**src/sv/rlse_pkg.sv**
```systemverilog
// Types and constants of the RGB LED SPI bit encoder
package rlse_pkg;

    localparam int COLOR_W        = 8;
    localparam int BYTE_W         = 8;
    localparam int PLEN_W         = 6;
    localparam int CFG_DW         = 8;
    localparam int CFG_AW         = 2;
    localparam int BITS_PER_PIXEL = 24;
    localparam int BIT_CNT_W      = $clog2(BITS_PER_PIXEL);
    localparam int MAX_PREAMBLE_DEF = 40;

    localparam logic [BYTE_W-1:0] ZERO_CODE_RST = ~8'b1110_0000;
    localparam logic [BYTE_W-1:0] ONE_CODE_RST  = ~8'b1111_1000;
    localparam logic [BYTE_W-1:0] IDLE_CODE_RST = ~8'b0000_0000;
    localparam logic [PLEN_W-1:0] PLEN_RST      = PLEN_W'(40);

    typedef enum logic [CFG_AW-1:0] {
        CFG_ZERO_CODE    = 2'd0,
        CFG_ONE_CODE     = 2'd1,
        CFG_IDLE_CODE    = 2'd2,
        CFG_PREAMBLE_LEN = 2'd3
    } t_cfg_idx;

    typedef struct packed {
        logic [COLOR_W-1:0] red;
        logic [COLOR_W-1:0] green;
        logic [COLOR_W-1:0] blue;
        logic               first_pixel;
    } t_pixel;

    typedef struct packed {
        logic [BYTE_W-1:0] spi_byte;
        logic              in_preamble;
        logic              last_of_run;
    } t_beat;

    typedef struct packed {
        logic [BYTE_W-1:0] zero_code;
        logic [BYTE_W-1:0] one_code;
        logic [BYTE_W-1:0] idle_code;
        logic [PLEN_W-1:0] preamble_len;
    } t_cfg;

endpackage

```
**src/sv/rlse_cfg_regs.sv**
```systemverilog
// Configuration register file: code bytes and preamble length
module rlse_cfg_regs (
    input  logic                       i_clk,
    input  logic                       i_rst_n,
    input  logic                       i_cfg_we,
    input  logic [rlse_pkg::CFG_AW-1:0] i_cfg_idx,
    input  logic [rlse_pkg::CFG_DW-1:0] i_cfg_data,
    output rlse_pkg::t_cfg             o_cfg
);
    import rlse_pkg::*;

    t_cfg r_cfg;

    always_ff @(posedge i_clk) begin
        if (!i_rst_n) begin
            r_cfg.zero_code    <= ZERO_CODE_RST;
            r_cfg.one_code     <= ONE_CODE_RST;
            r_cfg.idle_code    <= IDLE_CODE_RST;
            r_cfg.preamble_len <= PLEN_RST;
        end else if (i_cfg_we) begin
            unique case (t_cfg_idx'(i_cfg_idx))
                CFG_ZERO_CODE:    r_cfg.zero_code    <= i_cfg_data[BYTE_W-1:0];
                CFG_ONE_CODE:     r_cfg.one_code     <= i_cfg_data[BYTE_W-1:0];
                CFG_IDLE_CODE:    r_cfg.idle_code    <= i_cfg_data[BYTE_W-1:0];
                CFG_PREAMBLE_LEN: r_cfg.preamble_len <= i_cfg_data[PLEN_W-1:0];
            endcase
        end
    end

    assign o_cfg = r_cfg;

endmodule

```
**src/sv/rlse_serializer.sv**
```systemverilog
// Pixel holding register and byte sequencer: preamble count (first pixel only), then 24 color bits
module rlse_serializer #(
    parameter int MAX_PREAMBLE = rlse_pkg::MAX_PREAMBLE_DEF
) (
    input  logic            i_clk,
    input  logic            i_rst_n,
    input  rlse_pkg::t_cfg  i_cfg,
    input  logic            i_load,
    input  rlse_pkg::t_pixel i_pixel,
    input  logic            i_advance,
    output logic            o_ready,
    output logic            o_valid,
    output rlse_pkg::t_beat o_beat
);
    import rlse_pkg::*;

    localparam int PW = $clog2(MAX_PREAMBLE + 1);

    logic                      r_busy;
    logic [PW-1:0]             r_pre_cnt;
    logic [BIT_CNT_W-1:0]      r_bit_cnt;
    logic [BITS_PER_PIXEL-1:0] r_word;

    logic [PW-1:0] n_pre_len;
    logic          pre_phase;
    logic          last_bit;

    always_comb begin
        if (int'(i_cfg.preamble_len) > MAX_PREAMBLE) begin
            n_pre_len = PW'(MAX_PREAMBLE);
        end else begin
            n_pre_len = PW'(i_cfg.preamble_len);
        end
    end

    assign pre_phase = (r_pre_cnt != '0);
    assign last_bit  = !pre_phase && (r_bit_cnt == '0);
    assign o_ready   = !r_busy || (i_advance && last_bit);
    assign o_valid   = r_busy;

    always_comb begin
        o_beat.in_preamble = pre_phase;
        o_beat.last_of_run = last_bit;
        if (pre_phase) begin
            o_beat.spi_byte = i_cfg.idle_code;
        end else if (r_word[BITS_PER_PIXEL-1]) begin
            o_beat.spi_byte = i_cfg.one_code;
        end else begin
            o_beat.spi_byte = i_cfg.zero_code;
        end
    end

    always_ff @(posedge i_clk) begin
        if (!i_rst_n) begin
            r_busy    <= 1'b0;
            r_pre_cnt <= '0;
            r_bit_cnt <= '0;
        end else if (i_load) begin
            r_busy    <= 1'b1;
            r_pre_cnt <= i_pixel.first_pixel ? n_pre_len : '0;
            r_bit_cnt <= BIT_CNT_W'(BITS_PER_PIXEL - 1);
        end else if (r_busy && i_advance) begin
            if (pre_phase) begin
                r_pre_cnt <= r_pre_cnt - 1'b1;
            end else if (last_bit) begin
                r_busy <= 1'b0;
            end else begin
                r_bit_cnt <= r_bit_cnt - 1'b1;
            end
        end
    end

    // color word, green first, shifted out MSB first
    always_ff @(posedge i_clk) begin
        if (i_load) begin
            r_word <= {i_pixel.green, i_pixel.red, i_pixel.blue};
        end else if (r_busy && i_advance && !pre_phase) begin
            r_word <= {r_word[BITS_PER_PIXEL-2:0], 1'b0};
        end
    end

endmodule

```
**src/sv/rgb_led_spi_bit_encoder_core.sv**
```systemverilog
// Top level of the RGB LED SPI bit encoder: config, sequencer, output register
// A pixel's bytes pass from the sequencer through the output register to o_beat.
// Throughput: one byte per cycle while i_stall is low; a pixel is 24 bytes plus the
// preamble length (capped at MAX_PREAMBLE) if first_pixel; the sequencer counts both.
// The next pixel is accepted in the cycle its predecessor's last byte moves out.
// Reset (synchronous, active low) empties the pipeline and restores the code registers.
module rgb_led_spi_bit_encoder_core #(
    parameter int MAX_PREAMBLE = rlse_pkg::MAX_PREAMBLE_DEF
) (
    input  logic                        i_clk,
    input  logic                        i_rst_n,
    input  logic                        i_cfg_we,
    input  logic [rlse_pkg::CFG_AW-1:0] i_cfg_idx,
    input  logic [rlse_pkg::CFG_DW-1:0] i_cfg_data,
    input  logic                        i_valid,
    output logic                        o_stall,
    input  rlse_pkg::t_pixel            i_pixel,
    output logic                        o_valid,
    input  logic                        i_stall,
    output rlse_pkg::t_beat             o_beat
);
    import rlse_pkg::*;

    t_cfg  cfg;
    t_beat ser_beat;
    logic  ser_valid;
    logic  ser_ready;
    logic  advance;
    logic  load;

    logic  r_out_valid;
    t_beat r_out;

    assign advance = !r_out_valid || !i_stall;
    assign load    = i_valid && ser_ready;
    assign o_stall = !ser_ready;

    rlse_cfg_regs u_cfg (
        .i_clk      (i_clk),
        .i_rst_n    (i_rst_n),
        .i_cfg_we   (i_cfg_we),
        .i_cfg_idx  (i_cfg_idx),
        .i_cfg_data (i_cfg_data),
        .o_cfg      (cfg)
    );

    rlse_serializer #(
        .MAX_PREAMBLE (MAX_PREAMBLE)
    ) u_ser (
        .i_clk     (i_clk),
        .i_rst_n   (i_rst_n),
        .i_cfg     (cfg),
        .i_load    (load),
        .i_pixel   (i_pixel),
        .i_advance (advance),
        .o_ready   (ser_ready),
        .o_valid   (ser_valid),
        .o_beat    (ser_beat)
    );

    always_ff @(posedge i_clk) begin
        if (!i_rst_n) begin
            r_out_valid <= 1'b0;
        end else if (advance) begin
            r_out_valid <= ser_valid;
        end
    end

    always_ff @(posedge i_clk) begin
        if (advance && ser_valid) begin
            r_out <= ser_beat;
        end
    end

    assign o_valid = r_out_valid;
    assign o_beat  = r_out;

endmodule

```
**config.mk**
```make
export PLATFORM = sky130hd
export DESIGN_NAME = rgb_led_spi_bit_encoder_core
export DESIGN_NICKNAME = d
export VERILOG_FILES = /design/src/sv/rlse_pkg.sv /design/src/sv/rlse_cfg_regs.sv /design/src/sv/rlse_serializer.sv /design/src/sv/rgb_led_spi_bit_encoder_core.sv
export SDC_FILE = /design/constraint.sdc
export NUM_CORES = 1
export LEC_CHECK = 0
export BUFFER_PORTS_ARGS = -buffer_cell sky130_fd_sc_hd__buf_2
export CAP_MARGIN = 20
export CORE_MARGIN = 3
export CORE_UTILIZATION = 45
export CTS_BUF_LIST = sky130_fd_sc_hd__clkbuf_2
export CTS_CLUSTER_SIZE = 25
export DETAILED_ROUTE_END_ITERATION = 16
export PLACE_DENSITY_LB_ADDON = 0.08
export SLEW_MARGIN = 40
export SYNTH_ARGS = -nofsm -noshare
export SYNTH_HDL_FRONTEND = slang
export SYNTH_SLANG_ARGS = --single-unit
export TNS_END_PERCENT = 10
```
**constraint.sdc**
```tcl
create_clock -name i_clk -period 6.33 [get_ports i_clk]
set_input_delay 1.266 -clock i_clk [delete_from_list [all_inputs] [get_ports i_clk]]
set_output_delay 1.266 -clock i_clk [all_outputs]
set_load 0.05 [all_outputs]
```
Word-level counts from Yosys, hierarchy flattened:

Index checks and enable logic that the tools add are counted.

* bits in registers: 77
* input bits: 40
* output and inout bits: 12
* logic and storage cells: 69

* add/sub/neg operators: 2
* $lt $le $gt $ge: 1
* eq/ne operators: 5
* muxes and demuxes: 17
* bitwise gates (word level): 3
* reduce and logical (&&, ||, !) cells: 28

Operators with widths (number)
* $mux 24: 2
* $mux 6: 5
* $mux 5: 4
* $mux 8: 2
* $reduce_and 2->1: 5
* $reduce_and 3->1: 3
* $reduce_bool 2->1: 4
* $gt 6x6->1 const B: 1
* $reduce_bool 6->1: 1
* $sub 6x1->6 const B: 1
* $logic_and 1x1->1: 5
* $logic_not 1->1: 5
* $logic_not 5->1: 1
* $sub 5x1->5 const B: 1
* $eq 2x2->1 const B: 2
* $mux 1: 4
* $ne 2x2->1 const B: 2
* $not 1->1: 3
* $eq 2x1->1 const B: 1
* $logic_not 2->1: 1
* $logic_or 1x1->1: 2
* $reduce_or 2->1: 1

Longest topological paths before layout:

* depth after elaboration: 8
* mapped depth: 8
* gate-level depth less buffers: 7

Modules after synthesis:

A second synthesis with hierarchy kept.

* cells, all modules: 302
* area, all modules: 3460.8 um2

By module, submodules not included
* rlse_serializer: instances 1, cells each 164, area each 1884.3 um2, sequential area each 960.9 um2
* rlse_cfg_regs: instances 1, cells each 121, area each 1224.9 um2, sequential area each 600.6 um2
* rgb_led_spi_bit_encoder_core: instances 1, cells each 17, area each 351.6 um2, sequential area each 320.3 um2

Worst setup path after synthesis:

Ideal clock, no wire load.

* kind: input to output
* start: input i_stall
* end: output o_stall
* arrival: 2175 ps
* data required time: 5064 ps
* path slack: 2889 ps
* stages: 3
* buffers on the path: 0
* cells stage by stage: and2_1 > o41ai_4 > inv_1

* longest elaborated chain between the ends: 5

Ends and longest elaborated chain
* from (decl): RTL line rgb_led_spi_bit_encoder_core.sv:19 `input logic i_stall,`
* $logic_not 1->1: RTL line rgb_led_spi_bit_encoder_core.sv:34 `assign advance = !r_out_valid || !i_stall;`
* $logic_or 1x1->1: RTL line rgb_led_spi_bit_encoder_core.sv:34
* $logic_and 1x1->1: RTL line rlse_serializer.sv:38 `assign o_ready = !r_busy || (i_advance && last_bit);`
* $logic_or 1x1->1: RTL line rlse_serializer.sv:38
* $logic_not 1->1: RTL line rgb_led_spi_bit_encoder_core.sv:36 `assign o_stall = !ser_ready;`
* to (decl): RTL line rgb_led_spi_bit_encoder_core.sv:16 `output logic o_stall,`

No other way between the ends.

Worst setup path after layout:

* start: register u_ser.r_bit_cnt[0]
* end: output o_stall

* longest elaborated chain between the ends: 5

Ends and longest elaborated chain
* from (decl): RTL line rlse_serializer.sv:21 `logic [BIT_CNT_W-1:0] r_bit_cnt;`
* from (signal assigned): RTL line rlse_serializer.sv:61 `r_bit_cnt <= BIT_CNT_W'(BITS_PER_PIXEL - 1);`
* from (signal assigned): RTL line rlse_serializer.sv:68 `r_bit_cnt <= r_bit_cnt - 1'b1;`
* $logic_not 5->1: RTL line rlse_serializer.sv:37 `assign last_bit = !pre_phase && (r_bit_cnt == '0);`
* $logic_and 1x1->1: RTL line rlse_serializer.sv:37
* $logic_and 1x1->1: RTL line rlse_serializer.sv:38
* $logic_or 1x1->1: RTL line rlse_serializer.sv:38
* $logic_not 1->1: RTL line rgb_led_spi_bit_encoder_core.sv:36

No other way between the ends.

==> out/summary.json <==
{
  "run_status": {"value": "finished, final reports clean"},
  "static-leakage-power": {"value": 1.65, "unit": "nW"},
  "slew_headroom": {"value": 0.560},
  "timing.hold.worst.class": {"value": "flip-flop to flip-flop"},
  "async_flop_share": {"value": 0},
  "avgRoutedWirePerCell": {"value": 14.8, "unit": "um"},
  "multi_input_comb_area": {"value": 1460, "unit": "um2"},
  "place_ws": {"value": 2.66, "unit": "ns"},
  "cts-root-to-sink-buffers": {"value": 2},
  "worst-endpoint-required": {"value": 5.06, "unit": "ns"},
  "setup_viol": {"value": 0},
  "grtUsageTotal": {"value": 0.165},
  "synth.distinct_cells": {"value": 48},
  "cts_tree": {"value": "built"},
  "io_buffers": {"value": 51},
  "yosys_most_used_dff": {"value": "sky130_fd_sc_hd__dfxtp_1"},
  "hold_violations": {"value": 0},
  "finalWirelength": {"value": 7.02, "unit": "mm"},
  "setup_total_negative_slack": {"value": 0, "unit": "ns"},
  "fillCellCount": {"value": 694},
  "dpl.hpwl": {"value": 4.63, "unit": "mm"},
  "die_width": {"value": 93.6, "unit": "um"},
  "die_area": {"value": 8760, "unit": "um2"},
  "fin_ws": {"value": 2.37, "unit": "ns"},
  "synth_enable_flop_cells": {"value": 34},
  "via_per_inst": {"value": 5.25},
  "detail_route.drc_violations": {"value": 0},
  "synth_fp_nets": {"value": 364},
  "min_cycle_time_layout": {"value": 3.96, "unit": "ns"},
  "cts.repair.resized": {"value": 0},
  "number_of_buffers_added_by_the_clock_tree_synthesis_step": {"value": 9},
  "gpl.final_weighted_congestion": {"value": 0.834},
  "power_density_over_the_cells": {"value": 284, "unit": "nW/um2"},
  "cap_violations": {"value": 0},
  "layout.core_utilization": {"value": 0.526},
  "layout_area_growth_over_synthesis": {"value": 11.7, "unit": "%"},
  "postSynthAreaPerCell": {"value": 10.8, "unit": "um2"},
  "std_cell_rows": {"value": 31},
  "first_global_vias": {"value": 2217},
  "dieHeight": {"value": 93.6, "unit": "um"},
  "first_pass_grt_wire_length": {"value": 11.0, "unit": "mm"},
  "fin_skew": {"value": 0.0228, "unit": "ns"},
  "grt_overflow": {"value": 0},
  "timing.critical_path.arrival": {"value": 2.70, "unit": "ns"},
  "vdd_ir_drop_max": {"value": 0.118, "unit": "mV"},
  "endpoint_kind": {"value": "output port"},
  "coreArea": {"value": 7330, "unit": "um2"},
  "drt_pass1_iterations": {"value": 5},
  "worst_slack_on_hold_paths": {"value": 0.468, "unit": "ns"},
  "ys_seq_elements": {"value": 77},
  "grt_antenna_before_repair": {"value": 0},
  "placed_cells_incl_taps": {"value": 457},
  "max_freq": {"value": 0.252, "unit": "GHz"},
  "r2r_setup_slack": {"value": 3.13, "unit": "ns"},
  "cts_root_buf": {"value": "sky130_fd_sc_hd__clkbuf_2"},
  "final-max-slew-violation-count": {"value": 0},
  "seqCellArea": {"value": 1880, "unit": "um2"},
  "maximum_number_of_pins_on_one_net_before_global_route_repair": {"value": 26},
  "route.antenna.remaining_nets": {"value": 0},
  "initial_core_utilization": {"value": 0.471},
  "setup_repair_after_global_routing_missed_its_margin": {"value": "false"},
  "post-cts-setup-buffers": {"value": 0},
  "cts.reportedPaths.clkPinSlew": {"value": 0.20, "unit": "ns"},
  "finalNetCount": {"value": 412},
  "boundaryPins": {"value": 52},
  "postSynthCellCount": {"value": 321},
  "antennaDiodeCount": {"value": 0},
  "critical_path.max_fanout": {"value": 7},
  "yosys_warnings": {"value": 0},
  "route.vias.total": {"value": 2484},
  "worst_pin_slew": {"value": 0.657, "unit": "ns"},
  "cts.sinks": {"value": 77},
  "first_iter_violations": {"value": 107},
  "period_utilization": {"value": 0.626},
  "netlist_area": {"value": 3450, "unit": "um2"},
  "worst_setup_sp_type": {"value": "flip-flop"},
  "final_cells": {"value": 473},
  "synth_sequential_area_ratio": {"value": 0.545},
  "insertion_delay": {"value": 0.51, "unit": "ns"},
  "post_cts_hold_buffer_count": {"value": 0},
  "h-tree-depth": {"value": 3},
  "post_route_cells_drive_above_1_share": {"value": 0.262},
  "path_class": {"value": "flip-flop to output port"}
}
==> registers in the layout (all words and copies together), names as in the netlist <==
| signal | flops |
|---|---|
| u_ser.r_pre_cnt | 6 |
| o_beat | 10 |
| u_ser.r_word | 24 |
| u_ser.o_valid | 1 |
| u_cfg.o_cfg | 30 |
| u_ser.r_bit_cnt | 5 |
| o_valid | 1 |
==> per-layer routing <==
layer,GRT usage,vias up,routed length (um)
met1,0.223,1170,3300
li1,-,1251,-
met3,0.0418,8,358
met5,0,-,0
met2,0.257,55,3290
met4,0.0566,0,81
==> final timing paths <==
check	from	endpoint	depth (start not counted)
worst min register to register	u_cfg.o_cfg[17]	u_cfg.o_cfg[17]	2
worst max register to register	u_ser.r_bit_cnt[0]	u_ser.r_word[17]	7
worst min-delay path	u_cfg.o_cfg[17]	u_cfg.o_cfg[17]	2
worst max-delay path	u_ser.r_bit_cnt[0]	o_stall	6
==> area by class of cell <==
| class | instances | share of cell area |
|---|---|---|
| inverters | 11 | 0.0107 |
| well taps | 99 | 0.0321 |
| multi-input cells | 218 | 0.379 |
| clock buffers | 9 | 0.0117 |
| repair buffers | 52 | 0.0681 |
| clock inverters | 7 | 0.0107 |
| flip-flops and latches | 77 | 0.488 |
==> cell usage after synthesis (all sizes together), types with 2 or more instances <==
| library cell | n | share of area |
|---|---|---|
| nand2 | 65 | 0.073 |
| dfxtp | 43 | 0.25 |
| edfxtp | 34 | 0.30 |
| mux2 | 23 | 0.095 |
| nand3 | 21 | 0.030 |
| o21ai | 17 | 0.025 |
| mux2i | 16 | 0.046 |
| a21oi | 15 | 0.022 |
| nor2 | 14 | 0.015 |
| clkbuf | 11 | 0.012 |
| inv | 10 | 0.011 |
| a221oi | 4 | 0.012 |
| buf | 4 | 0.0091 |
| a211oi | 3 | 0.0065 |
| ha | 3 | 0.011 |
| nor3 | 3 | 0.0043 |
| or2 | 3 | 0.0054 |
| or3 | 3 | 0.0054 |
| a311oi | 2 | 0.0051 |
| and3 | 2 | 0.0036 |
| nand4b | 2 | 0.0051 |
| nor3b | 2 | 0.0043 |
| o2111ai | 2 | 0.0051 |
==> cell usage in the layout, fill, tap and decap left out, drive strengths merged, types with 2 or more instances in the layout <==
cell type / n
nand3: 21
nor2: 14
a311oi: 2
ha: 3
mux2i: 16
dfxtp: 43
buf: 52
a211oi: 3
clkinv: 5
edfxtp: 34
o21ai: 17
mux2: 23
clkbuf: 9
nand2: 65
nand4b: 2
or3: 3
nor3: 3
clkinvlp: 2
a21oi: 15
inv: 11
or2: 3
a221oi: 4
nor3b: 2
and3: 2
o2111ai: 2
==> power by group <==
group          switching [mW]  internal [mW]  leakage [nW]
clock network           0.174         0.0489        0.0532
registers              0.0267          0.587         0.677
logic                   0.155          0.102         0.924
total                   0.356          0.738          1.65
==> logic make-up after synthesis <==
logic type / synth area share
flops: 0.545
compound gates: 0.108
xor+xnor: 0.00254
mux: 0.141
buf+inv: 0.0330
simple gates: 0.159
fa+ha+maj: 0.0109
==> per-stage QoR <==
stage | area [um2] | power (mW)
3_5_place_dp | 3770 | 0.881
2_1_floorplan | 3450 | 0.819
6_report | 3860 | 1.09
4_1_cts | 3860 | 1.10
5_1_grt | 3860 | 1.15
3_3_place_gp | 3770 | 0.879
==> critical path, cell delays in order, from the launching register on <==
cell	delay (ns)
sky130_fd_sc_hd__dfxtp_1	0.37
sky130_fd_sc_hd__inv_1	0.09
sky130_fd_sc_hd__ha_1	0.20
sky130_fd_sc_hd__or4b_1	0.61
sky130_fd_sc_hd__o41ai_4	0.52
sky130_fd_sc_hd__inv_1	0.16
sky130_fd_sc_hd__buf_2	0.25
(Power assumes the default switching activity.)
